<file path="config.mk">
export PLATFORM = sky130hd
export DESIGN_NAME = rmq_sqrt
export DESIGN_NICKNAME = d
export VERILOG_FILES = /design/src/sv/rmq_pkg.sv /design/src/sv/rmq_sqrt.sv
export SDC_FILE = /design/constraint.sdc
export NUM_CORES = 1
export LEC_CHECK = 0
export ABC_AREA = 1
export BUFFER_PORTS_ARGS = -buffer_cell sky130_fd_sc_hd__buf_4
export CORE_UTILIZATION = 62
export DETAILED_ROUTE_END_ITERATION = 10
export PLACE_DENSITY_LB_ADDON = 0.15
export SLEW_MARGIN = 10
export SYNTH_ARGS = -nofsm -noshare
export SYNTH_HDL_FRONTEND = slang
export SYNTH_SLANG_ARGS = --single-unit
export TNS_END_PERCENT = 5
</file>
<file path="constraint.sdc">
create_clock -name aclk -period 2.8 [get_ports aclk]
set_input_delay 0.28 -clock aclk [delete_from_list [all_inputs] [get_ports aclk]]
set_output_delay 0.28 -clock aclk [all_outputs]
set_load 0.05 [all_outputs]
</file>
<file path="src/sv/rmq_pkg.sv">
// Shared types and constants for the rotation-matrix-to-quaternion pipeline.
// No dependencies; every other file imports this package.
`default_nettype none
package rmq_pkg;

    localparam int FRAC_BITS_DEF = 14;
    localparam int DATA_W        = 16;
    localparam int NUM_W         = DATA_W + 1;
    localparam int N_IN          = 9;
    localparam int N_OUT         = 4;

    typedef enum logic [1:0] {
        BR_W = 2'd0,
        BR_X = 2'd1,
        BR_Y = 2'd2,
        BR_Z = 2'd3
    } branch_t;

    typedef struct packed {
        branch_t                     br;
        logic [2:0][NUM_W-1:0]       num;
    } side_t;

endpackage
`default_nettype wire

</file>
<file path="src/sv/rmq_sqrt.sv">
// Pipelined integer square root, one result bit per stage, with sideband.
// Depends on rmq_pkg.
`default_nettype none
module rmq_sqrt
    import rmq_pkg::*;
#(
    parameter int FRAC_BITS = FRAC_BITS_DEF,
    parameter int AW        = 20,
    parameter int RW        = 17
) (
    input  wire logic            aclk,
    input  wire logic            aresetn,
    input  wire logic            ce,
    input  wire logic            in_valid,
    input  wire logic [AW-2:0]   in_arg,
    input  wire side_t           in_side,
    output logic                 out_valid,
    output logic [RW-1:0]        out_root,
    output side_t                out_side
);

    localparam int VW    = 2 * RW;
    localparam int REM_W = RW + 3;

    logic             vld_reg  [RW];
    logic [REM_W-1:0] rem_reg  [RW];
    logic [RW-1:0]    root_reg [RW];
    logic [VW-1:0]    v_reg    [RW];
    side_t            side_reg [RW];

    for (genvar k = 0; k < RW; k++) begin : g_st
        logic             vld_src;
        logic [REM_W-1:0] rem_src, cat, trial, rem_next;
        logic [RW-1:0]    root_src, root_next;
        logic [VW-1:0]    v_src;
        side_t            side_src;

        if (k == 0) begin : g_first
            assign vld_src  = in_valid;
            assign rem_src  = '0;
            assign root_src = '0;
            assign v_src    = VW'(in_arg) << FRAC_BITS;
            assign side_src = in_side;
        end else begin : g_next
            assign vld_src  = vld_reg[k-1];
            assign rem_src  = rem_reg[k-1];
            assign root_src = root_reg[k-1];
            assign v_src    = v_reg[k-1];
            assign side_src = side_reg[k-1];
        end

        assign cat   = {rem_src[REM_W-3:0], v_src[VW-1-2*k -: 2]};
        assign trial = REM_W'({root_src, 2'b01});

        always_comb begin
            if (cat >= trial) begin
                rem_next  = cat - trial;
                root_next = {root_src[RW-2:0], 1'b1};
            end else begin
                rem_next  = cat;
                root_next = {root_src[RW-2:0], 1'b0};
            end
        end

        always_ff @(posedge aclk) begin
            if (!aresetn) begin
                vld_reg[k] <= 1'b0;
            end else if (ce) begin
                vld_reg[k] <= vld_src;
            end
        end

        always_ff @(posedge aclk) begin
            if (ce) begin
                rem_reg[k]  <= rem_next;
                root_reg[k] <= root_next;
                v_reg[k]    <= v_src;
                side_reg[k] <= side_src;
            end
        end
    end

    assign out_valid = vld_reg[RW-1];
    assign out_root  = root_reg[RW-1];
    assign out_side  = side_reg[RW-1];

endmodule
`default_nettype wire

</file>
# Yosys cells after proc, flatten, opt, wreduce, memory -nomap -nowiden
# Memory sizes are Yosys's and may differ from the RTL's.
# Index checks and enable logic that the tools add are counted.
[classes]
muxes = 56
n_bitwise = 17
n_div = 0
addsub = 17
n_lt_le_gt_ge = 17
n_shift = 0
eq_ne = 0
reduce_logical = 0
multipliers = 0
[op_table]
columns = ["op", "count"]
rows = [
  ["$mux 20", 17],
  ["$ge 20x19->1", 16],
  ["$sub 20x19->20", 16],
  ["$mux 1", 39],
  ["$or 1x1->1", 17],
  ["$sub 1x1->2 const B", 1],
  ["$ge 1x1->1 const B", 1],
]
[word_totals]
output_inout_bits = 71
ramBits = 2125
romBits = 0
latchBits = 0
wordCells = 112
register_bits = 0
mem_count = 5
in_bits = 76
[memory_table]
columns = ["memory", "words", "word_bits", "rd", "rd_clocked_by_memory_dff", "write_ports", "line", "source"]
rows = [
  ["side_reg", 17, 53, 17, 0, 17, "rmq_sqrt.sv:29", "side_t side_reg [RW];"],
  ["v_reg", 17, 34, 16, 0, 17, "rmq_sqrt.sv:28", "logic [VW-1:0] v_reg [RW];"],
  ["rem_reg", 17, 20, 16, 0, 17, "rmq_sqrt.sv:26", "logic [REM_W-1:0] rem_reg [RW];"],
  ["root_reg", 17, 17, 17, 0, 17, "rmq_sqrt.sv:27", "logic [RW-1:0] root_reg [RW];"],
  ["vld_reg", 17, 1, 17, 0, 17, "rmq_sqrt.sv:25", "logic vld_reg [RW];"],
]

# Depth between registers and ports, before layout
[depth]
ltp_word = 4
depth_mapped = 14
mapped_depth_nobuf = 13

# Least setup slack after synthesis
# No wires, ideal clock.
[synth_timing]
path_type = "register to register"
startpoint = "mem rem_reg[0][280] (netlist name)"
endpoint = "mem rem_reg[0][314] (netlist name), data pin"
synth_period_minus_slack_ns = 2.138
path_buffers = 1
path_slack_ns = 0.662
required_time_ns = 2.547
t_arrival_ns = 1.885
setup_ns = 0.253
path_stages_with_launch = 14
path_cell_list = "edfxtp_1 > ha_1 > fa_1 > nand2_1 > nand2_1 > nand3_1 > nand2_2 > nand2_1 > nand2_1 > nand2_2 > nand2_4 > buf_6 > nand3_1 > nand2_1"
[synth_lines]
columns = ["element", "line"]
rows = [
  ["start, declared", "rmq_sqrt.sv:26"],
]

==> results.md <==
* Setup TNS at 0 ns
* Min setup slack post-route at 0.443 ns
* Commonest non-fill, non-tap cell in the layout: edfxtp_1
* Static power due to leakage at about 25 nW
* Synth area leader: edfxtp_1
* Vias in the first global route at between 20000 and 30000
* CP required at 3.27 ns
* Setup CP Type: reg2reg
* RSZ-0062 raised after global routing: no
* DR pass1 iterations at 9
* Tightest Pin Transition at between 0.6 and 0.7 ns
* Initial Utilization at between 60 and 70%
* Critical path fanouts, max at 20
* DR iter-0 viols at roughly 2100
* WL/cell at 17.1 µm
* Antenna viol nets, final at 0
* Die area at slightly above 90000 µm²
* Pin count of the biggest net entering global routing at approximately 120
* Clock slew at reported path FFs at ~0.070 ns
* Clk_lat worst skew at between 0.7 and 0.8 ns
* Post-cts sizing count at 0
* GR Overflow Total at 0
* Fillers at a little under 6000
* Tmin final at between 2 and 2.5 ns
* Clock Sinks at between 1000 and 1500
* Die width at 303 µm
* Via count at around 30000
* Post-synthesis register bit count at 1419
* Antenna violations before repair at 0
* Seq/Total Area, Yosys at around three quarters
* Largest cells by area after synthesis: edfxtp_1 76%, nand2_1 5.7%, ha_1 3.5%, inv_1 3.0%, nand3_1 2.2%
* Max cap viols at 0
* First-pass GRT wire length at roughly 150 mm
* I/O pin count at between 100 and 150
* Synth Net Count at 4287
* Tot GR Track Use at about 22%
* Buffers added on ports at approximately 150
* Number of remaining DRC errors at 1
* Cell Rows at 110
* Max Freq at 424 MHz
* Startpoint types: flop
* Failing checks: design-rule violations
* Main synth FF type: edfxtp_1
* Clock skew at around 0.034 ns
* DRT Wirelength at 97.6 mm
* Die extent in y at 303 µm
* Routed vias/inst at approximately 5.2
* Hpwl dp at ~63 mm
* Register area at about 43000 µm²
* Inserted Diodes at 0
* P&R area growth vs syn at 14.6%
* Crit path DAT at 2.83 ns
* Layout cells sized above 1 at 11.7%
* Total design power at 49.5 mW
* CP Capture Type: flop
* Cell area power density at 768 nW/µm²
* YS warnings at 0
* Max-slew headroom at between 50% and 60%
* CTS max path bufs at 3
* RePlAce Congestion at approximately 0.88
* Hold Worst Slack at about 0.26 ns
* Fin. Hold Viols at 0
* Post-synth cell types at 54
* Post-synth ARST share at 0%
* HP Class: in2reg
* CTS tree: done
* Worst slack at placement at approximately 0.44 ns
* Multi-input gate area at around 12000 µm²
* Finished Core Util at between 70% and 80%
* Mapped Cells at between 4000 and 5000
* Total CTS buffers at 140
* Cell Area, Synth at 56200 µm²
* Core footprint at about 90000 µm²
* Tcrit/Tclk final at a little over four fifths
* Post-synth EDFFs at ~1400
* H-tree lvl count at 4
* Most frequent cells in the layout: 1418 x edfxtp_1, 851 x nand2_1, 454 x inv_1
* Slew Viols, Final at 0
* Setup violations, final at 0
* Final #Nets at between 4000 and 5000
* Status: finished with violations
* IR Drop Worst-Case VDD at 0.000802 V
* Max FFs per register at roughly 900
* Syn Area/Cell at 13.9 µm²
* CTS Root Cell: clkbuf_16
* Post-synth top area share at 75.7%
-- layout make-up --
type	instances	share of cell area, %
clock buffer	171	5.65
clock inverter	85	1.29
inverter	467	2.74
multi-input combinational	2132	18.0
sequential	1419	66.1
tap	1176	2.28
timing repair buffer	271	3.93
-- metal layers --
layer	wire, µm	vias up	part of all wire (%)	GRT usage, %
li1	-	14962	-	-
met1	41600	14178	43	27.9
met5	0	-	0	0
met4	2180	0	2.2	6.74
met2	49900	624	51	37.9
met3	3910	151	4.0	3.63
-- worst max-delay path, cell delays in order (launching register included) --
cell and delay (ns):
edfxtp_1 0.41, ha_1 0.26, fa_1 0.41, nand3_1 0.10
nand2_1 0.12, nand2_1 0.10, nand2_2 0.07, nand2_2 0.09
nand3_4 0.12, inv_2 0.27, o21ai_0 0.15
-- cell usage after synthesis, types with 7 or more instances --
| cell type | n |
|---|---|
| a21oi_1 | 133 |
| a21oi_2 | 27 |
| and2_1 | 9 |
| buf_2 | 7 |
| buf_6 | 15 |
| edfxtp_1 | 1418 |
| ha_1 | 157 |
| inv_1 | 454 |
| inv_2 | 8 |
| nand2_1 | 851 |
| nand2_2 | 20 |
| nand2_4 | 12 |
| nand3_1 | 249 |
| nand3b_1 | 26 |
| nand4_1 | 45 |
| nor2_1 | 281 |
| nor2_2 | 12 |
| nor3_1 | 30 |
| o21ai_0 | 75 |
| o21ai_1 | 12 |
| o21ai_2 | 21 |
| or2_2 | 9 |
| xnor2_1 | 34 |
| xor2_1 | 69 |
-- what timing repair did --
action | in CTS | in global routing
hold endpoints to repair | 120 | 0
setup buffers | 0 | 0
endpoints found under the setup margin | 0 | 0
hold buffers | 75 | 0
-- metrics by stage --
| stage | area (µm²) | instances |
|---|---|---|
| 6_report | 64400 | 5721 |
| 5_1_grt | 64400 | 5721 |
| 4_1_cts | 64400 | 5721 |
| 3_5_place_dp | 59200 | 5390 |
| 3_3_place_gp | 59200 | 5390 |
| 2_1_floorplan | 56200 | 4048 |
-- cell families after synthesis --
| kind of cell | after synthesis | share of synthesized area (%) |
|---|---|---|
| flip-flops | 1419 | 75.8 |
| XOR/XNOR | 103 | 1.60 |
| adder cells (fa/ha/maj) | 163 | 3.71 |
| other | 1 | 0.00667 |
| buffers and inverters | 497 | 3.65 |
| AO/OA/AOI/OAI | 295 | 3.07 |
| AND/OR/NAND/NOR | 1570 | 12.2 |
-- final timing paths --
kind              startpoint         endpoint  slack (ns)  cells after the start
min              in_side[21]  side_reg[0][21]        0.26                      2
max          rem_reg[0][180]  rem_reg[0][208]        0.44                     10
max reg2reg  rem_reg[0][180]  rem_reg[0][208]        0.44                     10
min reg2reg    v_reg[0][122]    v_reg[0][156]        0.39                      0
-- power by group --
group	switching (mW)	internal, mW
logic	3.36	1.81
registers	0.799	25.4
clock network	7.95	10.2
Power figures use the tool's default switching activity.
