===== config.mk =====
export PLATFORM = sky130hd
export DESIGN_NAME = rmq_front
export DESIGN_NICKNAME = d
export VERILOG_FILES = /design/src/sv/rmq_pkg.sv /design/src/sv/rmq_front.sv
export SDC_FILE = /design/constraint.sdc
export NUM_CORES = 1
export LEC_CHECK = 0
export BUFFER_PORTS_ARGS = -buffer_cell sky130_fd_sc_hd__buf_2
export CORE_MARGIN = 1.5
export CORE_UTILIZATION = 45
export DETAILED_ROUTE_END_ITERATION = 12
export GPL_ROUTABILITY_DRIVEN = 0
export PLACE_DENSITY = 0.68
export SYNTH_ARGS = -nofsm -noshare
export SYNTH_HDL_FRONTEND = slang
export SYNTH_SLANG_ARGS = --single-unit

===== constraint.sdc =====
create_clock -name aclk -period 6.6 [get_ports aclk]
set_clock_uncertainty 0.15 [all_clocks]
set_input_delay 0.99 -clock aclk [delete_from_list [all_inputs] [get_ports aclk]]
set_output_delay 0.99 -clock aclk [all_outputs]
set_load 0.01 [all_outputs]

===== src/sv/rmq_pkg.sv =====
// Shared types and constants for the rotation-matrix-to-quaternion pipeline.
// No dependencies; every other file imports this package.
`default_nettype none
package rmq_pkg;

    localparam int FRAC_BITS_DEF = 14;
    localparam int DATA_W        = 16;
    localparam int NUM_W         = DATA_W + 1;
    localparam int N_IN          = 9;
    localparam int N_OUT         = 4;

    typedef enum logic [1:0] {
        BR_W = 2'd0,
        BR_X = 2'd1,
        BR_Y = 2'd2,
        BR_Z = 2'd3
    } branch_t;

    typedef struct packed {
        branch_t                     br;
        logic [2:0][NUM_W-1:0]       num;
    } side_t;

endpackage
`default_nettype wire


===== src/sv/rmq_front.sv =====
// Input stage: branch selection, square-root argument and numerators.
// Depends on rmq_pkg.
`default_nettype none
module rmq_front
    import rmq_pkg::*;
#(
    parameter int FRAC_BITS = FRAC_BITS_DEF,
    parameter int AW        = 20
) (
    input  wire logic                     aclk,
    input  wire logic                     aresetn,
    input  wire logic                     ce,
    input  wire logic                     in_valid,
    input  wire logic [N_IN*DATA_W-1:0]   in_data,
    output logic                          out_valid,
    output logic [AW-2:0]                 out_arg,
    output side_t                         out_side
);

    logic signed [AW-1:0]     e [N_IN];
    logic signed [AW-1:0]     one_c;
    logic signed [AW-1:0]     trace;
    logic signed [AW-1:0]     arg;
    logic signed [NUM_W-1:0]  d_wx, d_y, d_z, s_xy, s_xz, s_yz;
    logic                     vld_reg;
    logic [AW-2:0]            arg_reg, arg_next;
    side_t                    side_reg, side_next;

    always_comb begin
        for (int i = 0; i < N_IN; i++) begin
            e[i] = AW'($signed(in_data[i*DATA_W +: DATA_W]));
        end
    end

    assign one_c = AW'(1) <<< FRAC_BITS;
    assign trace = e[0] + e[4] + e[8];
    assign d_wx  = NUM_W'($signed(in_data[7*DATA_W +: DATA_W]))
                 - NUM_W'($signed(in_data[5*DATA_W +: DATA_W]));
    assign d_y   = NUM_W'($signed(in_data[2*DATA_W +: DATA_W]))
                 - NUM_W'($signed(in_data[6*DATA_W +: DATA_W]));
    assign d_z   = NUM_W'($signed(in_data[3*DATA_W +: DATA_W]))
                 - NUM_W'($signed(in_data[1*DATA_W +: DATA_W]));
    assign s_xy  = NUM_W'($signed(in_data[1*DATA_W +: DATA_W]))
                 + NUM_W'($signed(in_data[3*DATA_W +: DATA_W]));
    assign s_xz  = NUM_W'($signed(in_data[2*DATA_W +: DATA_W]))
                 + NUM_W'($signed(in_data[6*DATA_W +: DATA_W]));
    assign s_yz  = NUM_W'($signed(in_data[5*DATA_W +: DATA_W]))
                 + NUM_W'($signed(in_data[7*DATA_W +: DATA_W]));

    always_comb begin
        if (trace > 0) begin
            side_next.br = BR_W;
            arg          = trace + one_c;
            side_next.num = {d_z, d_y, d_wx};
        end else if (e[0] > e[4] && e[0] > e[8]) begin
            side_next.br = BR_X;
            arg          = one_c + e[0] - e[4] - e[8];
            side_next.num = {s_xz, s_xy, d_wx};
        end else if (e[4] > e[8]) begin
            side_next.br = BR_Y;
            arg          = one_c + e[4] - e[0] - e[8];
            side_next.num = {s_yz, s_xy, d_y};
        end else begin
            side_next.br = BR_Z;
            arg          = one_c + e[8] - e[0] - e[4];
            side_next.num = {s_yz, s_xz, d_z};
        end
        arg_next = arg[AW-1] ? '0 : arg[AW-2:0];
    end

    always_ff @(posedge aclk) begin
        if (!aresetn) begin
            vld_reg <= 1'b0;
        end else if (ce) begin
            vld_reg <= in_valid;
        end
    end

    always_ff @(posedge aclk) begin
        if (ce) begin
            arg_reg  <= arg_next;
            side_reg <= side_next;
        end
    end

    assign out_valid = vld_reg;
    assign out_arg   = arg_reg;
    assign out_side  = side_reg;

endmodule
`default_nettype wire


# Word-level counts from Yosys, hierarchy flattened
# Index checks and enable logic that the tools add are counted.
[classes]
n_addsub = 18
multipliers = 0
n_div = 0
order_cmp = 4
n_eq_ne = 0
shift = 0
muxes = 6
bitwise_logic = 0
reduce_logical = 2
[ops]
columns = ["op", "n"]
rows = [
  ["two-way mux 52 bit", 2],
  ["adder 16 x 16 -> 17 bit", 4],
  ["two-way mux 20 bit", 3],
  ["subtractor 18 x 16 -> 19 bit", 3],
  ["subtractor 17 x 16 -> 18 bit", 3],
  ["adder 16 x 16 -> 17 bit (first input constant)", 3],
  ["two-way mux 51 bit", 1],
  ["subtractor 16 x 16 -> 17 bit", 3],
  ["> comparator 16 bit", 3],
  ["adder 18 x 16 -> 19 bit (second input constant)", 1],
  ["adder 17 x 16 -> 18 bit", 1],
  ["> comparator 18 x 1 -> 1 bit (second input constant)", 1],
  ["OR reduction 2 bit", 1],
  ["logical AND 1 bit", 1],
]
[totals]
register_bits = 73
latchBits = 0
ramBits = 0
romBits = 0
input_bits = 148
output_inout_bits = 73
mem_count = 0

# Logic depth before layout (Yosys ltp)
[logic_depth]
word_depth = 6
mapped_depth = 26
depth_no_buf = 24

# Worst setup path after synthesis
# Ideal clock, no wire load.
[synth_timing]
path_type = "input -> register"
from = "in in_data[8]"
to = "reg side_reg, in the netlist out_side[10], data pin"
setup_ps = 262
t_arrival_ps = 5774
t_required_ps = 6188
path_slack_ps = 413
path_stages = 24
path_buffers = 1
path_cell_list = "inv_1 fa_1 inv_1 ha_1 and3b_1 a311o_1 a21o_1 a211oi_2 a21oi_2 a21o_1 a21oi_1 xnor2_1 inv_1 ha_1 nor4bb_1 nand2_1 a221oi_1 nor4b_1 nand4b_1 o41a_1 nand2_2 and2_1 buf_6 mux2_1"
[synth_lines]
columns = ["element", "line", "rtl"]
rows = [
  ["from (decl)", "rmq_front.sv:14", "input wire logic [N_IN*DATA_W-1:0] in_data,"],
  ["to (signal assigned)", "rmq_front.sv:82", "side_reg <= side_next;"],
  ["to (decl)", "rmq_front.sv:27", "side_t side_reg, side_next;"],
]

==> key figures <==
Clock network
  – Worst-path clk slew: 0.07 ns
  – Root Buffer: clkbuf_16
  – Clk buf depth: 2
  – Num CTS Buffers: 9
  – TritonCTS clock tree: built
  – Clock sink total: 73
  – Skew-Pair Late Insertion Delay: 0.35 ns
  – H-tree depth: 3
  – Hold buffer count at cts: 0

STA
  – Worst slew margin: 0.1966
  – F_max: 0.1597 GHz
  – RSZ-0062 raised after global routing: no
  – Measured slew at the worst slew-check pin: 1.194 ns
  – Final cycle utilization of the critical path: 0.9486
  – Hold WS: 0.3738 ns
  – # setup viols final: 0
  – Max-slew violations: 0
  – Fin worst setup slack: 0.3392 ns
  – Min Clock Period, post-route: 6.261 ns
  – Endpoints failing hold: 0

Setup path
  – Max FO, Critical Path: 9
  – CP Capture Type: flop
  – Req. time, crit path: 6.56 ns
  – Worst path arrival time: 6.22 ns
  – Setup CP Type: in2reg
  – Crit start category: primary input
  – Worst reg2reg path depth: 2

Routing
  – Number of detailed-route iterations in the first pass: 6
  – Initial DRC Count: 1,179
  – Via density per instance: 5.485
  – Vias: 13,390
  – Final wirelength: 44.28 mm
  – Post-route DRC violation count: 0
  – WL/cell: 18.14 um
  – Post-route antenna net violation count: 0

Logic synthesis
  – Largest family of logic cells by synthesized area: adder cells
  – Post-Synth Adder-Cell Area: 0.3462
  – Gate Count Post-Synth: 1,777
  – Post-synthesis simple-gate area fraction: 0.1436
  – Mapped cell area: 15,060 um^2
  – Synth Register Bits: 73
  – Distinct cell type count of the synthesized netlist: 79
  – Mapped Nets: 2,295
  – Main synth FF type: edfxtp_1
  – FFs w/ async S/R, synth: 0
  – Syn_area_per_cell: 8.477 um^2
  – Synth Area in Compound Gates: 0.1842
  – Post-synth EDFFs: 72
  – Post-synthesis sequential area ratio: 0.1449
  – Post-synthesis mux area share: 0.03198
  – Post-synthesis xor/xnor area fraction: 0.07733
  – Yosys warnings: 0

Floorplanning
  – IO Pins: 221
  – Die Footprint: 34,580 um^2
  – Die height: 186.0 um
  – Core footprint: 32,780 um^2
  – Starting Density: 0.4595
  – Chip Width: 186.0 um
  – Row Count: 66

Power
  – PwrDens: 216.7 nW/um^2
  – Final Power: 3.729 mW
  – VDD IR-drop max: 0.1343 mV
  – P_leak: 8.404 nW

Finish
  – Final core utilization: 0.5249
  – Commonest non-fill, non-tap cells in the layout: ha_1 (291), buf_2 (219), inv_1 (218)
  – Final net count: 2,508
  – Commonest non-fill, non-tap cell in the layout: ha_1
  – Layout area overhead: 14.24%
  – Fraction of layout cells with a size suffix above 1: 0.1559
  – Fillcell total: 3,161

Place
  – Port bufs: 220
  – Post-DP HPWL: 36.95 mm
  – Pre-CTS setup slack: -0.2995 ns

Global routing
  – Vias in the first global route: 12,550
  – Largest net degree at the start of global routing: 74
  – First-pass GRT wire length: 66.86 mm
  – Grt total ovfl: 0
  – Total GRT Usage: 0.2514
  – Initial antenna violation count: 4

Hold path
  – Worst Hold Depth: 2
  – Min-delay worst type: reg2reg

Flow run
  – Max Cap Violations: 0

Outcome
  – Status: finished clean
==> through the flow <==
stage / TNS, ns / cell area (um^2) / std cells
global placement: -0.02585 / 16780 / 2420
detailed placement: -9.076 / 16780 / 2420
floorplan: 0 / 15060 / 1777
global route: 0 / 17200 / 2437
CTS: 0 / 17110 / 2436
finish: 0 / 17210 / 2441
==> metal layers <==
layer	part of all wire	vias up	track usage
met5	0	-	0
met4	0.022	0	0.06161
met3	0.068	61	0.04324
met2	0.45	481	0.3994
met1	0.46	6296	0.3526
li1	-	6551	-
==> path summary, 6_finish.rpt <==
kind                                 end  slack, ns                   start
setup / recovery  out_side[12]$_DFFE_PP_       0.34            in_data[128]
hold / removal    out_valid$_SDFFE_PN0P_       0.37  out_valid$_SDFFE_PN0P_
setup reg to reg  out_valid$_SDFFE_PN0P_       5.85  out_valid$_SDFFE_PN0P_
hold reg to reg   out_valid$_SDFFE_PN0P_       0.37  out_valid$_SDFFE_PN0P_
==> worst max-delay path: stages <==
cell	delay (ns)
buf_2	0.15
inv_1	0.12
fa_1	0.38
inv_1	0.07
ha_1	0.24
fa_2	0.27
nor2b_1	0.27
o2111ai_2	0.21
a211oi_2	0.40
a211oi_4	0.07
a21oi_2	0.16
a21o_1	0.12
a21oi_1	0.07
xnor2_1	0.18
inv_1	0.08
ha_1	0.14
nor4bb_2	0.29
nand2_1	0.10
a221oi_2	0.21
nor4b_4	0.22
nand4b_1	0.23
o41a_1	0.54
nand2_4	0.15
and2_2	0.21
mux2_1	0.33
==> cell families (layout without fill, tap and decap cells) <==
family	count (synthesis)	count (layout)
simple gates	446	446
compound gates	431	431
fa+ha+maj	370	370
buf+inv	276	494
xor+xnor	133	133
flops	73	73
mux	47	47
other cells	1	5
==> repair_timing <==
| action | CTS | global route |
|---|---|---|
| buffers inserted | 0 | 1 |
| endpoints found under the setup margin | 0 | 69 |
| resized for setup | 0 | 15 |
==> area by class of cell <==
cell class,instances,area [um^2],area share
multi-input combinational,1428,11900,0.6915
sequential,73,2182,0.1268
timing repair buffer,260,1420,0.08252
inverter,218,818.3,0.04755
tap,442,553.0,0.03214
clock buffer,9,225.2,0.01309
clock inverter,7,100.1,0.005816
antenna,4,10.01,0.0005816
==> power by group <==
group	internal (mW)	switching, mW
Sequential	0.692	0.0867
Clock	0.334	0.222
Combinational	0.986	1.41
==> synthesized netlist by cell type, types with 31 or more instances <==
cell,instances,area share
clkbuf_1,42,0.010
o21ai_0,96,0.032
xnor2_1,97,0.056
nor2b_1,39,0.016
edfxtp_1,72,0.14
nand2_1,99,0.025
mux2i_1,38,0.025
fa_1,78,0.10
a21oi_1,131,0.044
xor2_1,36,0.021
ha_1,292,0.24
nor3_1,47,0.016
a21o_1,31,0.015
nor2_1,130,0.032
inv_1,218,0.054
==> registers in the layout (all words and copies together) (netlist names) <==
signal     cells
out_valid      1
out_side      53
out_arg       19
Power figures use the tool's default switching activity.
