`config.mk`:
```
export PLATFORM = sky130hd
export DESIGN_NAME = rmq_back
export DESIGN_NICKNAME = d
export VERILOG_FILES = /design/src/sv/rmq_pkg.sv /design/src/sv/rmq_back.sv
export SDC_FILE = /design/constraint.sdc
export NUM_CORES = 1
export LEC_CHECK = 0
export BUFFER_PORTS_ARGS = -buffer_cell sky130_fd_sc_hd__buf_2
export CAP_MARGIN = 30
export CORE_MARGIN = 2
export CORE_UTILIZATION = 58
export DETAILED_ROUTE_END_ITERATION = 10
export HOLD_SLACK_MARGIN = 0.1
export PLACE_DENSITY = 0.87
export SYNTH_ARGS = -nofsm -noshare
export SYNTH_HDL_FRONTEND = slang
export SYNTH_SLANG_ARGS = --single-unit
```
`constraint.sdc`:
```
create_clock -name aclk -period 6.7 [get_ports aclk]
set_input_delay 0.67 -clock aclk [delete_from_list [all_inputs] [get_ports aclk]]
set_output_delay 0.67 -clock aclk [all_outputs]
set_load 0.005 [all_outputs]
```
`src/sv/rmq_pkg.sv`:
```
// Shared types and constants for the rotation-matrix-to-quaternion pipeline.
// No dependencies; every other file imports this package.
`default_nettype none
package rmq_pkg;

    localparam int FRAC_BITS_DEF = 14;
    localparam int DATA_W        = 16;
    localparam int NUM_W         = DATA_W + 1;
    localparam int N_IN          = 9;
    localparam int N_OUT         = 4;

    typedef enum logic [1:0] {
        BR_W = 2'd0,
        BR_X = 2'd1,
        BR_Y = 2'd2,
        BR_Z = 2'd3
    } branch_t;

    typedef struct packed {
        branch_t                     br;
        logic [2:0][NUM_W-1:0]       num;
    } side_t;

endpackage
`default_nettype wire

```
`src/sv/rmq_back.sv`:
```
// Output stage: signs, saturation to plus or minus one, component placement.
// Depends on rmq_pkg.
`default_nettype none
module rmq_back
    import rmq_pkg::*;
#(
    parameter int FRAC_BITS = FRAC_BITS_DEF,
    parameter int RW        = 17
) (
    input  wire logic                         aclk,
    input  wire logic                         aresetn,
    input  wire logic                         ce,
    input  wire logic                         in_valid,
    input  wire branch_t                      in_br,
    input  wire logic [RW-1:0]                in_big,
    input  wire logic [2:0][FRAC_BITS:0]      in_q,
    input  wire logic [2:0]                   in_ovf,
    input  wire logic [2:0]                   in_neg,
    input  wire logic                         in_zero,
    output logic                              out_valid,
    output logic [N_OUT*DATA_W-1:0]           out_data
);

    localparam int MW = ((RW > FRAC_BITS + 1) ? RW : FRAC_BITS + 1) + 1;

    logic                        vld_reg;
    logic [N_OUT*DATA_W-1:0]     data_reg, data_next;
    logic [MW-1:0]               one_c;

    assign one_c = MW'(1) << FRAC_BITS;

    always_comb begin
        logic [1:0]                ln;
        logic [MW-1:0]             mag;
        logic signed [MW:0]        val;
        data_next = '0;
        for (int j = 0; j < N_OUT; j++) begin
            ln = (2'(j) > in_br) ? 2'(j - 1) : 2'(j);
            if (2'(j) == in_br) begin
                mag = (MW'(in_big) > one_c) ? one_c : MW'(in_big);
                val = $signed({1'b0, mag});
            end else begin
                if (in_zero) begin
                    mag = '0;
                end else if (in_ovf[ln] || MW'(in_q[ln]) > one_c) begin
                    mag = one_c;
                end else begin
                    mag = MW'(in_q[ln]);
                end
                val = in_neg[ln] ? -$signed({1'b0, mag}) : $signed({1'b0, mag});
            end
            data_next[j*DATA_W +: DATA_W] = DATA_W'(val);
        end
    end

    always_ff @(posedge aclk) begin
        if (!aresetn) begin
            vld_reg <= 1'b0;
        end else if (ce) begin
            vld_reg <= in_valid;
        end
    end

    always_ff @(posedge aclk) begin
        if (ce) begin
            data_reg <= data_next;
        end
    end

    assign out_valid = vld_reg;
    assign out_data  = data_reg;

endmodule
`default_nettype wire

```
# After elaboration in Yosys (flattened, before gate mapping)
# Index checks and enable logic that the tools add are counted.
# totals
ff_bits	65
latchBits	0
ram_bits	0
mem_bits_ro	0
input_bits	75
output_inout_bits	65
wordCells	76
mem_count	0
# op_classes
n_addsub	4
multipliers	0
n_div	0
magnitude_cmp	13
eq_ne	3
shifts	0
n_mux	49
bitwise	0
reduce_logical	5
# op_table
operator	n
16-bit 2-to-1 mux	13
15-bit 2-to-1 mux	12
15-bit binary-select mux with 2-bit select	4
16-bit negator	4
15-bit greater-than comparator, second input constant	4
17-bit by 15-bit greater-than comparator with 1-bit output, second input constant	1
1-bit binary-select mux with 2-bit select	8
1-bit 2-to-1 mux	10
2-bit by 3-bit < comparator with 1-bit output, second input constant	3
2-bit equality test, first input constant	2
1-bit by 2-bit greater-than comparator with 1-bit output, first input constant	2
2-bit greater-than comparator, first input constant	2
1-bit logical OR	4
2-bit 2-to-1 mux	2
1-bit by 3-bit < comparator with 1-bit output, second input constant	1
1-bit by 2-bit equality test with 1-bit output, first input constant	1
2-bit logical NOT	1

# Depth between registers and ports, before layout
# depth
word_depth	12
ltp_mapped	14
depth_no_buf	11

# Worst setup path after synthesis
# OpenSTA, ideal clock, no wires.
# synth_timing
kind	input to register
start	input port in_br[1]
end	register data_reg[36], in the netlist out_data[36], data pin
setup_time_ps	269
arrival_time_ps	3094
t_required_ps	6431
slack_ps	3337
path_stages	12
path_buffers	3
path_cell_list	buf_6 > buf_2 > nor4b_1 > nand3_1 > a211oi_1 > a41oi_1 > buf_2 > or2_2 > ha_1 > a2111o_1 > a32oi_1 > a21oi_1
# synth_via
elab_chain_cells	12
elab_cells_between_ends	17
cone_classes	1 x add/sub; 2 x order compare; 1 x eq/ne; 12 x mux; 1 x reduce/logical
# synth_rtl
item	line	text
from (decl)	rmq_back.sv:14	input wire branch_t in_br,
2-bit greater-than comparator	rmq_back.sv:38	ln = (2'(j) > in_br) ? 2'(j - 1) : 2'(j);
2-bit 2-to-1 mux	rmq_back.sv:38	
15-bit binary-select mux with 2-bit select	rmq_back.sv:45, rmq_back.sv:48	
15-bit 2-to-1 mux (not written as such)	rmq_back.sv:45, rmq_back.sv:48	
15-bit greater-than comparator	rmq_back.sv:45	end else if (in_ovf[ln] || MW'(in_q[ln]) > one_c) begin
1-bit logical OR	rmq_back.sv:45	
15-bit 2-to-1 mux	rmq_back.sv:45	
15-bit 2-to-1 mux	rmq_back.sv:43	if (in_zero) begin
16-bit 2-to-1 mux	rmq_back.sv:39	if (2'(j) == in_br) begin
16-bit negator	rmq_back.sv:50	val = in_neg[ln] ? -$signed({1'b0, mag}) : $signed({1'b0, mag});
16-bit 2-to-1 mux	rmq_back.sv:50	
16-bit 2-to-1 mux (*)	rmq_back.sv:39	
net data_next[36]	rmq_back.sv:27	logic [N_OUT*DATA_W-1:0] data_reg, data_next;
to (signal assigned)	rmq_back.sv:66	data_reg <= data_next;
to (decl)	rmq_back.sv:27	
# The timed path passes the listed nets; every way through them passes the cells marked *. The select of a mux whose other input is x is not followed.
# A chain may end at the register's enable or synchronous reset.

# Worst setup path in the final report
# layout_timing
start	input port in_br[1]
end	register data_reg[24], in the netlist out_data[24], data pin
# layout_via
elab_chain_cells	12
elab_cells_between_ends	17
cone_classes	1 x add/sub; 2 x order compare; 1 x eq/ne; 12 x mux; 1 x reduce/logical
# layout_rtl
item	line
1-bit by 2-bit greater-than comparator with 1-bit output	rmq_back.sv:38
1-bit 2-to-1 mux	rmq_back.sv:38
15-bit binary-select mux with 2-bit select	rmq_back.sv:45, rmq_back.sv:48
15-bit 2-to-1 mux (not written as such)	rmq_back.sv:45, rmq_back.sv:48
15-bit greater-than comparator	rmq_back.sv:45
1-bit logical OR	rmq_back.sv:45
15-bit 2-to-1 mux	rmq_back.sv:45
15-bit 2-to-1 mux	rmq_back.sv:43
16-bit 2-to-1 mux	rmq_back.sv:39
16-bit negator	rmq_back.sv:50
16-bit 2-to-1 mux	rmq_back.sv:50
16-bit 2-to-1 mux (*)	rmq_back.sv:39
net data_next[24]	rmq_back.sv:27
# Marks and branches as above.

==> results.ini <==
[floorplanning]
std_cell_rows=34
die_h_um=98.75
pin_count=140
core_sq_um=8721
die-width_um=98.75
start_util_pct=59.70
dieArea_sq_um=9751

[place]
port_buffers=139
place_congestion=0.9879
place_ws_ps=2088
hpwl_um=13990

[route]
drcViolationCount=0
drt_iter0_drc=814
antenna_left=0
wl_um=18500
dr.pass1.iters=6
drt-wirelength-per-cell_um=21.87
vias=5680
via_per_inst=6.714

[finish]
layout.nets=812
fillers=707
drive_above_1_share_pct=23.85
syn2layout_area_growth_pct=16.82
n_antenna_cell=0
utilization_pct=69.74

[clock_network]
clock_sinks=65
hold_buffers=0
cts-root-buf=clkbuf_8
h-tree-depth=3
clk_pin_slew_ps=70
clk_latency_ps=340
cts_resized=0
cts_tree=done
cts_buffers=9
cts_setup_buffers=0
max-clock-path-buffers=2

[setup_path]
worstSetupPathType=input port to register
path_depth=12
start_kind=input port
cp_top_family=simple AND/OR/NAND/NOR gates
r2r_cells=2
cp-end-kind=register
cp_num_buf_inv=1
rr_endpoint=out_valid$_SDFFE_PN0P_
critPathMaxStageDelay_ps=770
crit_required_ps=6790
crit_arrival_ps=4500
crit_path_cell_trace=buf_2 > or2_1 > a21oi_1 > nor2_1 > a41oi_2 > nor2_1 > nand2_1 > ha_1 > a21oi_1 > nor2_1 > nor3_1 > o31ai_1
regToRegStartpoint=out_valid$_SDFFE_PN0P_
crit_slowest_cell=or2_1
r2r_slack_ps=6110
path_max_fanout=53
cp_common_cell=nor2_1

[logic_synthesis]
synthCells=621
async_reset_ff_share_pct=0
synth_seq_cells=65
syn_area_sq_um=5206
synth_area_per_cell_sq_um=8.384
synth_flop_cell=edfxtp_1
ys_types=66
yosysSeqAreaShare_pct=37.30
syn_nets=700
synth_edf_count=64
yosys_warnings=0

[power]
power_mw=1.122
p_per_area_nw_per_um2=184.5
power.leakage_nw=2.283
vdd_ir_drop_max_mv=0.08600

[sta]
max-slew-margin-rel_pct=34.11
setup_tns_ps=0
setup_ws_ps=2294
drv_slew=0
hold_viol=0
rsz0062_at_grt=no
finalCritPeriodShare_pct=65.76
finalSetupViolCount=0
fin_skew_ps=0
tightest_slew_ps=988.4
final.min_clock_period_ps=4406
max_freq_ghz=0.2270

[worst_hold_path]
hold_class=register to register
whs_endpoint=out_valid$_SDFFE_PN0P_
holdPathStages=2
hp-start=out_valid$_SDFFE_PN0P_

[global_routing]
grt_overflow_total=0
antenna_found_initial=0
grt_max_degree=66
grt_pass1_wl_um=28460
grt_pass1_vias=5011
grt.total_usage_pct=37.64

[job]
maxCapViolations=0

[status]
outcome=complete, no violations

## kinds of logic (layout without fill, tap and decap cells)
| logic type | after synthesis | count (layout) | synth area share [%] |
|---|---|---|---|
| muxes | 30 | 30 | 5.864 |
| DFF | 65 | 65 | 37.30 |
| and+or+nand+nor | 248 | 248 | 22.57 |
| xor gates and xnor gates | 32 | 32 | 5.383 |
| adders and majority gates | 4 | 4 | 0.9613 |
| buffers and inverters | 53 | 170 | 4.446 |
| AOI/OAI and AO/OA | 189 | 189 | 23.48 |
## cells in the mapped netlist, drive strengths merged, types with 2 or more instances
library cell | n | area, sq um
ha | 4 | 50.05
o31ai | 17 | 141.4
o2111ai | 3 | 26.28
o41ai | 2 | 17.52
a311o | 2 | 20.02
a21o | 5 | 37.54
a211o | 2 | 17.52
nand4 | 9 | 56.30
nand2b | 6 | 37.54
o311ai | 2 | 17.52
nor4b | 3 | 26.28
o22ai | 14 | 87.58
and3 | 2 | 12.51
nor2b | 3 | 18.77
inv | 7 | 26.28
nor2 | 51 | 191.4
edfxtp | 64 | 1922
and2 | 3 | 18.77
nor3b | 3 | 22.52
a311oi | 3 | 26.28
xnor2 | 20 | 175.2
nand3 | 31 | 155.2
a211oi | 6 | 50.05
o211ai | 6 | 50.05
a31oi | 8 | 50.05
a21boi | 2 | 15.01
mux2i | 26 | 260.3
xor2 | 12 | 105.1
a21oi | 47 | 235.2
o221ai | 3 | 26.28
nor3 | 29 | 145.1
nand2 | 80 | 300.3
or3 | 5 | 36.28
mux2 | 4 | 45.04
o21a | 2 | 15.01
o21ai | 51 | 255.2
buf | 17 | 95.09
nor4 | 11 | 68.82
clkbuf | 28 | 106.4
a41oi | 5 | 51.30
or4 | 4 | 30.03
or2 | 6 | 37.53
## worst min-delay path: stages (launching register included)
cell and delay, ps:
dfxtp_1 320, mux2i_1 60, nor2b_1 90
## power by group
part           switching (mW)  total (mW)  internal (mW)
clock                   0.159       0.328          0.169
sequential            0.00880       0.495          0.487
combinational           0.193       0.299          0.105
total                   0.361        1.12          0.761
## registers in the layout, indices dropped and copies added (netlist names)
name and cells:
out_data 64, out_valid 1
## placed cells by master (no fill, tap or decap), types with 4 or more instances in the layout
cell type	n
buf_2	139
nand2_1	80
edfxtp_1	64
nor2_1	50
o21ai_0	50
a21oi_1	47
nand3_1	31
nor3_1	29
mux2i_1	26
xnor2_1	20
o31ai_1	16
o22ai_1	14
xor2_1	12
nor4_1	11
nand4_1	9
clkbuf_8	9
a31oi_1	8
inv_1	7
buf_4	7
nand2b_1	6
a21o_1	5
o211ai_1	5
mux2_2	4
a211oi_1	4
or2_2	4
a41oi_1	4
or4_1	4
or3_1	4
ha_1	4
## area by class of cell
type / count / area [sq um] / share of cell area (%)
multi-input combinational: 503 / 3040 / 49.99
sequential: 65 / 1942 / 31.93
timing repair buffer: 146 / 748.2 / 12.30
tap: 108 / 135.1 / 2.222
clock buffer: 10 / 127.6 / 2.098
clock inverter: 6 / 58.81 / 0.9669
inverter: 8 / 30.03 / 0.4937
## metal layers
layer / track usage [%] / routed length, um / part of all wire (%) / vias up
met3: 7.305 / 2531 / 14 / 47
met4: 11.91 / 535 / 2.9 / 0
met1: 59.04 / 7694 / 42 / 2596
met2: 52.08 / 7739 / 42 / 451
li1: - / - / - / 2586
met5: 0 / 0 / 0 / -
## how the worst max path moves through the flow
stage,startpoint,to,slack (ps)
6_report,in_br[1],out_data[24]$_DFFE_PP_,2290
5_1_grt,in_br[1],out_data[30]$_DFFE_PP_,1960
4_1_cts,in_br[1],out_data[24]$_DFFE_PP_,2420
3_5_place_dp,in_br[1],out_data[24]$_DFFE_PP_,2090
3_3_place_gp,in_br[1],out_data[24]$_DFFE_PP_,2240
2_1_floorplan,in_br[1],out_data[36]$_DFFE_PP_,3340
## through the flow
stage          instance area [sq um]  hold slack, ps  instances
3_5_place_dp                    5888           494.1        829
3_3_place_gp                    5888           492.9        829
4_1_cts                         6075           514.9        845
6_report                        6082           514.9        846
2_1_floorplan                   5206           507.3        621
5_1_grt                         6082           552.9        846
No activity file was read; power rests on OpenSTA's default activity.
