File: src/sv/rmq_pkg.sv
// Shared types and constants for the rotation-matrix-to-quaternion pipeline.
// No dependencies; every other file imports this package.
`default_nettype none
package rmq_pkg;

    localparam int FRAC_BITS_DEF = 14;
    localparam int DATA_W        = 16;
    localparam int NUM_W         = DATA_W + 1;
    localparam int N_IN          = 9;
    localparam int N_OUT         = 4;

    typedef enum logic [1:0] {
        BR_W = 2'd0,
        BR_X = 2'd1,
        BR_Y = 2'd2,
        BR_Z = 2'd3
    } branch_t;

    typedef struct packed {
        branch_t                     br;
        logic [2:0][NUM_W-1:0]       num;
    } side_t;

endpackage
`default_nettype wire

File: src/sv/rmq_div.sv
// Three-lane pipelined restoring divider: n / (2 * root), rounded to nearest.
// Depends on rmq_pkg.
`default_nettype none
module rmq_div
    import rmq_pkg::*;
#(
    parameter int FRAC_BITS = FRAC_BITS_DEF,
    parameter int RW        = 17
) (
    input  wire logic                        aclk,
    input  wire logic                        aresetn,
    input  wire logic                        ce,
    input  wire logic                        in_valid,
    input  wire logic [RW-1:0]               in_root,
    input  wire side_t                       in_side,
    output logic                             out_valid,
    output branch_t                          out_br,
    output logic [RW-1:0]                    out_big,
    output logic [2:0][FRAC_BITS:0]          out_q,
    output logic [2:0]                       out_ovf,
    output logic [2:0]                       out_neg,
    output logic                             out_zero
);

    localparam int QW  = FRAC_BITS + 1;
    localparam int DDW = NUM_W + FRAC_BITS + 1;
    localparam int SHW = RW + FRAC_BITS + 2;
    localparam int CW  = ((DDW > SHW) ? DDW : SHW) + 1;

    logic                  s_vld_reg;
    logic [2:0][CW-1:0]    s_dvd_reg, s_dvd_next;
    logic [CW-1:0]         s_dvs_reg, s_dvs_next;
    logic [2:0]            s_ovf_reg, s_ovf_next, s_neg_reg, s_neg_next;
    logic                  s_zero_reg;
    branch_t               s_br_reg;
    logic [RW-1:0]         s_big_reg, s_big_next;

    logic                  vld_reg  [QW];
    logic [2:0][CW-1:0]    rem_reg  [QW];
    logic [2:0][QW-1:0]    q_reg    [QW];
    logic [CW-1:0]         dvs_reg  [QW];
    logic [2:0]            ovf_reg  [QW];
    logic [2:0]            neg_reg  [QW];
    logic                  zero_reg [QW];
    branch_t               br_reg   [QW];
    logic [RW-1:0]         big_reg  [QW];

    always_comb begin
        logic [NUM_W-1:0] n, mag;
        s_dvs_next = CW'({in_root, 1'b0});
        s_big_next = RW'((RW+1)'(in_root) + (RW+1)'(1) >> 1);
        for (int l = 0; l < 3; l++) begin
            n              = in_side.num[l];
            s_neg_next[l]  = n[NUM_W-1];
            mag            = n[NUM_W-1] ? NUM_W'(-n) : n;
            s_dvd_next[l]  = (CW'(mag) << FRAC_BITS) + CW'(in_root);
            s_ovf_next[l]  = s_dvd_next[l] >= (s_dvs_next << QW);
        end
    end

    always_ff @(posedge aclk) begin
        if (!aresetn) begin
            s_vld_reg <= 1'b0;
        end else if (ce) begin
            s_vld_reg <= in_valid;
        end
    end

    always_ff @(posedge aclk) begin
        if (ce) begin
            s_dvd_reg  <= s_dvd_next;
            s_dvs_reg  <= s_dvs_next;
            s_ovf_reg  <= s_ovf_next;
            s_neg_reg  <= s_neg_next;
            s_zero_reg <= (in_root == '0);
            s_br_reg   <= in_side.br;
            s_big_reg  <= s_big_next;
        end
    end

    for (genvar t = 0; t < QW; t++) begin : g_st
        localparam int BIT = QW - 1 - t;
        logic               vld_src, zero_src;
        logic [2:0][CW-1:0] rem_src, rem_next;
        logic [2:0][QW-1:0] q_src, q_next;
        logic [CW-1:0]      dvs_src, sh;
        logic [2:0]         ovf_src, neg_src;
        branch_t            br_src;
        logic [RW-1:0]      big_src;

        if (t == 0) begin : g_first
            assign vld_src  = s_vld_reg;
            assign rem_src  = s_dvd_reg;
            assign q_src    = '0;
            assign dvs_src  = s_dvs_reg;
            assign ovf_src  = s_ovf_reg;
            assign neg_src  = s_neg_reg;
            assign zero_src = s_zero_reg;
            assign br_src   = s_br_reg;
            assign big_src  = s_big_reg;
        end else begin : g_next
            assign vld_src  = vld_reg[t-1];
            assign rem_src  = rem_reg[t-1];
            assign q_src    = q_reg[t-1];
            assign dvs_src  = dvs_reg[t-1];
            assign ovf_src  = ovf_reg[t-1];
            assign neg_src  = neg_reg[t-1];
            assign zero_src = zero_reg[t-1];
            assign br_src   = br_reg[t-1];
            assign big_src  = big_reg[t-1];
        end

        assign sh = dvs_src << BIT;

        always_comb begin
            rem_next = rem_src;
            q_next   = q_src;
            for (int l = 0; l < 3; l++) begin
                if (rem_src[l] >= sh) begin
                    rem_next[l]    = rem_src[l] - sh;
                    q_next[l][BIT] = 1'b1;
                end
            end
        end

        always_ff @(posedge aclk) begin
            if (!aresetn) begin
                vld_reg[t] <= 1'b0;
            end else if (ce) begin
                vld_reg[t] <= vld_src;
            end
        end

        always_ff @(posedge aclk) begin
            if (ce) begin
                rem_reg[t]  <= rem_next;
                q_reg[t]    <= q_next;
                dvs_reg[t]  <= dvs_src;
                ovf_reg[t]  <= ovf_src;
                neg_reg[t]  <= neg_src;
                zero_reg[t] <= zero_src;
                br_reg[t]   <= br_src;
                big_reg[t]  <= big_src;
            end
        end
    end

    assign out_valid = vld_reg[QW-1];
    assign out_br    = br_reg[QW-1];
    assign out_big   = big_reg[QW-1];
    assign out_q     = q_reg[QW-1];
    assign out_ovf   = ovf_reg[QW-1];
    assign out_neg   = neg_reg[QW-1];
    assign out_zero  = zero_reg[QW-1];

endmodule
`default_nettype wire

File: config.mk
export PLATFORM = sky130hd
export DESIGN_NAME = rmq_div
export DESIGN_NICKNAME = d
export VERILOG_FILES = /design/src/sv/rmq_pkg.sv /design/src/sv/rmq_div.sv
export SDC_FILE = /design/constraint.sdc
export NUM_CORES = 2
export LEC_CHECK = 0
export BUFFER_PORTS_ARGS = -buffer_cell sky130_fd_sc_hd__buf_2
export CORE_MARGIN = 2
export CORE_UTILIZATION = 48
export DETAILED_ROUTE_END_ITERATION = 8
export GPL_TIMING_DRIVEN = 0
export SYNTH_ARGS = -nofsm -noshare
export SYNTH_HDL_FRONTEND = slang
export SYNTH_SLANG_ARGS = --single-unit
File: constraint.sdc
create_clock -name aclk -period 5.9 [get_ports aclk]
set_input_delay 0.885 -clock aclk [delete_from_list [all_inputs] [get_ports aclk]]
set_output_delay 0.885 -clock aclk [all_outputs]
set_load 0.01 [all_outputs]
=== Word level (Yosys, flattened, before mapping) ===
Memories as Yosys holds them, arrays and structs flattened.
Cells that the tools add are included.

* Register bits after elaboration: 146
* Input port bits: 74
* Bits in writable memories: 3120
* Memories kept: 9
* Logic and storage cells: 248

* Mux-type cells: 113
* Reduce and logical (&&, ||, !) cells: 1
* Bitwise logic cells: 15
* Add/subtract/negate cells: 52
* Magnitude comparators: 48

{| class="wikitable"
|+ Memories
! memory !! words !! bits a word !! rd ports !! clocked after Yosys merged registers in !! wr ports !! RTL line !! RTL
|-
| rem_reg || 15 || 102 || 14 || 0 || 15 || rmq_div.sv:39 || <nowiki>logic [2:0][CW-1:0] rem_reg [QW];</nowiki>
|-
| q_reg || 15 || 45 || 15 || 0 || 15 || rmq_div.sv:40 || <nowiki>logic [2:0][QW-1:0] q_reg [QW];</nowiki>
|-
| dvs_reg || 15 || 34 || 14 || 0 || 15 || rmq_div.sv:41 || <nowiki>logic [CW-1:0] dvs_reg [QW];</nowiki>
|-
| big_reg || 15 || 17 || 15 || 0 || 15 || rmq_div.sv:46 || <nowiki>logic [RW-1:0] big_reg [QW];</nowiki>
|-
| neg_reg || 15 || 3 || 15 || 0 || 15 || rmq_div.sv:43 || <nowiki>logic [2:0] neg_reg [QW];</nowiki>
|-
| ovf_reg || 15 || 3 || 15 || 0 || 15 || rmq_div.sv:42 || <nowiki>logic [2:0] ovf_reg [QW];</nowiki>
|-
| 3 more memories || -- || -- || -- || -- || -- || -- ||
|}

{| class="wikitable"
|+ Operators by type and width
! kind !! count
|-
| two-way mux 34 bit || 45
|-
| >= comparator 34 bit || 42
|-
| subtractor 34 bit || 42
|-
| >= comparator 34 x 32 -> 1 bit || 3
|-
| subtractor 34 x 32 -> 34 bit || 3
|-
| >= comparator 32 x 33 -> 1 bit || 3
|-
| adder 31 x 17 -> 32 bit || 3
|-
| two-way mux 1 bit || 65
|-
| two-way mux 17 bit || 3
|-
| negator 17 bit || 3
|-
| adder 17 x 1 -> 18 bit (second input constant) || 1
|-
| zero test 17 bit || 1
|-
| bitwise OR 1 bit || 15
|}

=== Depth between registers and ports, before layout ===
* Depth after elaboration: 4
* Mapped depth: 22
* Depth with buffers taken out: 21

=== Worst setup path after synthesis ===
No wires, ideal clock.

* Path type: in2reg
* From: input port in_side[1] (netlist name)
* To: register s_ovf_reg[0], in the netlist g_st[0].ovf_src[0], data pin
* Data arrival time: 4.706 ns
* Setup time: 0.152 ns
* Stages on the path: 16
* Setup slack: 1.042 ns
* Buffers on the path: 0
* Cells stage by stage: inv_1 ha_1 or3b_2 or3_1 or3_1 o31ai_1 xnor2_1 o211ai_1 a21oi_2 nand3_1 o32ai_2 ha_1 nand3_1 or4_1 or4_1 a31oi_1

{| class="wikitable"
|+ RTL lines
! item !! RTL line !! RTL
|-
| from (decl) || rmq_div.sv:15 || <nowiki>input wire side_t in_side,</nowiki>
|-
| to (signal assigned) || rmq_div.sv:73 || <nowiki>s_ovf_reg <= s_ovf_next;</nowiki>
|-
| to (decl) || rmq_div.sv:33 || <nowiki>logic [2:0] s_ovf_reg, s_ovf_next, s_neg_reg, s_neg_next;</nowiki>
|}

==> qor.yml <==
clock_tree:
  cts_resized: 0
  numCtsBuffers: 229
  htree_levels: 4
  cts_buffer_depth: 3
  cts-root-buf: "clkbuf_16"
  cts_sinks: 2175
  post_cts_buffers: 0
  cts_tree: "built"
  clk_latency_ns: 0.93
  clk_pin_slew_ns: 0.07
  hold_buffers: 0
sta:
  finalWorstSetupSlack_ns: 0.445
  fmax_mhz: 183
  relSlewSlack: 0.214
  hold_viol: 0
  worst_slew_pin_slew_ns: 1.17
  slew_viol_final: 0
  period_minus_slack_ns: 5.46
  clock_skew_ns: 0.116
  fin_crit_sh: 0.925
  setup_viol: 0
  rsz0062_at_grt: "no"
  worst_hold_slack_ns: 0.104
layout:
  fin_cells: 14105
  post-route-util: 0.537
  multiInputGateArea_um2: 50900
  nets: 11507
  final_cell_mix: "edfxtp_1, ha_1, nor2_1"
  fin_area_um2: 132000
  syn_to_final_growth_pct: 11.1
  final_common_cell: "edfxtp_1"
  largest_reg_flops: 1192
  drive_above_1_share: 0.0767
  nFillCells: 21022
  register_area_um2: 65300
synthesis:
  synthSimpleGateAreaFrac: 0.122
  ys_ff_latch: 2175
  ys_types: 96
  synth_compound_area_frac: 0.125
  netlist_instances: 10196
  synth_mux_area_frac: 0.0178
  synth_top_family_by_area: "compound AO/OA/AOI/OAI gates"
  synthXorXnorAreaFrac: 0.0711
  synthAdderAreaFrac: 0.0918
  netlist_area_um2: 119000
  synthFlopType: "edfxtp_1"
  ys_seq_area_frac: 0.549
  synth.avg_cell_area_um2: 11.7
  synth_edf_count: 2173
  async_reset_ff_frac: 0
  synth_warnings: 0
critical_path:
  worstPathArrival_ns: 6.15
  crit_path_end: "g_st[0].ovf_src[0]$_DFFE_PP_"
  rrSetupSlack_ns: 0.59
  crit_fanout: 10
  cp-end-kind: "flip-flop"
  worst_setup_path_start_kind: "input pin"
  r2r-start: "rem_reg[0][284]$_DFFE_PP_"
  r2r_cells: 13
  r2r_end: "rem_reg[0][356]$_DFFE_PP_"
  required_ns: 6.59
  cp-startpoint: "in_side[16]"
  critPathKind: "input pin to flip-flop"
floorplanning:
  initial_core_util: 0.483
  dieWidth_um: 502
  rows: 182
  core_um2: 246000
  die_area_um2: 252000
  die_h_um: 502
  ioPinCount: 146
hold_path:
  hp-class: "input pin to flip-flop"
placed_design:
  io_buffers: 140
  hpwl_mm: 263
  gp_congestion: 0.947
  place_area_um2: 124000
  dp_slack_ns: -0.424
  dp_cells: 13669
routing:
  drt_wl_total_mm: 333
  first_pass_iters: 6
  avgRoutedWirePerCell_um: 23.6
  drc: 0
  via_per_inst: 5.74
  vias: 80933
  drtIter0Drc: 6287
  postRouteAntennaNets: 0
power_and_ir_drop:
  p_clk_frac: 0.242
  switchingPower_mw: 21.6
  power_density_nw_per_um2: 463
  cellInternalPower_mw: 39.6
  p_comb_frac: 0.355
  swShare: 0.353
  power_frac_seq: 0.403
  vdd_drop_max_mv: 0.330
  p_leak_nw: 49.5
grt:
  grt_max_degree: 187
  grt_use_total: 0.261
  grt_pass1_vias: 79383
  grt-ovfl-total: 0
  antenna_found_initial: 9
  grt_pass1_wl_mm: 495
outcome:
  status: "finished clean"
flow_run:
  drv_cap: 0
==> power by group through the flow <==
stage               registers (mW)  logic, mW  clock network, mW
floorplan                     23.4       16.1                  0
global placement              25.9       21.2                  0
detailed placement            24.9       21.4                  0
CTS                           24.6       21.6               15.1
global route                  24.9       24.2               15.7
finish                        24.7       21.7               14.8
==> cell usage after synthesis (62+ instances only) <==
| cell type | count | area, um^2 |
|---|---|---|
| a21o_1 | 275 | 2060 |
| a21oi_1 | 736 | 3680 |
| a31oi_1 | 68 | 425 |
| and3_1 | 63 | 394 |
| clkbuf_1 | 152 | 571 |
| edfxtp_1 | 2173 | 65300 |
| ha_1 | 800 | 10000 |
| inv_1 | 500 | 1880 |
| mux2_2 | 163 | 1840 |
| nand2_1 | 710 | 2670 |
| nand2b_1 | 133 | 832 |
| nand3_1 | 205 | 1030 |
| nand4_1 | 133 | 832 |
| nor2_1 | 773 | 2900 |
| nor2b_1 | 141 | 882 |
| nor3_1 | 255 | 1280 |
| nor4_1 | 144 | 901 |
| o21a_1 | 126 | 946 |
| o21ai_0 | 602 | 3010 |
| o21bai_1 | 62 | 465 |
| o31ai_1 | 81 | 608 |
| or3_1 | 104 | 651 |
| xnor2_1 | 541 | 4740 |
| xor2_1 | 424 | 3710 |
==> through the flow <==
step	total power [mW]	setup TNS (ns)
after global routing	64.8	0
after CTS	61.4	0
after global placement	47.1	-
after floorplan	39.5	0
final	61.2	0
after detailed placement	46.3	-1.93
==> worst min path at each step <==
| stage | startpoint | to | slack (ns) | cells past startpoint |
|---|---|---|---|---|
| after detailed placement | big_reg[0][95]$_DFFE_PP_ | big_reg[0][112]$_DFFE_PP_ | 0.40 | 0 |
| after global placement | neg_reg[2][0]$_DFFE_PP_ | neg_reg[3][0]$_DFFE_PP_ | 0.40 | 0 |
| final | in_side[51] | g_st[0].br_src[0]$_DFFE_PP_ | 0.10 | 1 |
| after floorplan | g_st[0].big_src[0]$_DFFE_PP_ | big_reg[0][0]$_DFFE_PP_ | 0.40 | 0 |
| after CTS | in_side[51] | g_st[0].br_src[0]$_DFFE_PP_ | 0.02 | 1 |
| after global routing | in_side[51] | g_st[0].br_src[0]$_DFFE_PP_ | 0.05 | 1 |
==> per-layer routing <==
metal	track usage	up-vias	part of all wire
met5	0	-	0.000075
met2	0.442	2236	0.48
met3	0.0334	648	0.043
li1	-	39034	-
met1	0.326	39011	0.42
met4	0.139	4	0.059
==> cells by family (layout without fill, tap and decap cells) <==
kind of cell | Yosys count | after routing
compound gates | 2377 | 2377
simple gates | 2941 | 2941
buf+inv | 705 | 1292
other cells | 1 | 11
mux | 187 | 187
fa+ha+maj | 845 | 845
xor+xnor | 965 | 965
flops | 2175 | 2175
==> final cells by class <==
class                           instances  share of cell area
Inverter                              501              0.0142
Tap cell                             3312              0.0314
Clock buffer                          260              0.0443
Sequential cell                      2175               0.494
Timing Repair Buffer                  156             0.00845
Clock inverter                        171              0.0154
Multi-Input combinational cell       7321               0.385
Buffer                                204             0.00666
Antenna cell                            5           0.0000947
==> critical path, stage by stage <==
cell and delay [ns]:
buf_2 0.15, clkbuf_1 0.33, clkbuf_1 0.39, clkbuf_1 0.40
nand2_1 0.08, o21ai_0 0.12, inv_1 0.09, fa_1 0.40
inv_1 0.07, a21oi_1 0.07, nor3_1 0.60, nand3_1 0.27
o32ai_2 0.62, ha_1 0.23, nand3_1 0.09, or4_1 0.51
or4_1 0.40, a31oi_1 0.42
Note: power is estimated with default switching activity, not from simulation.
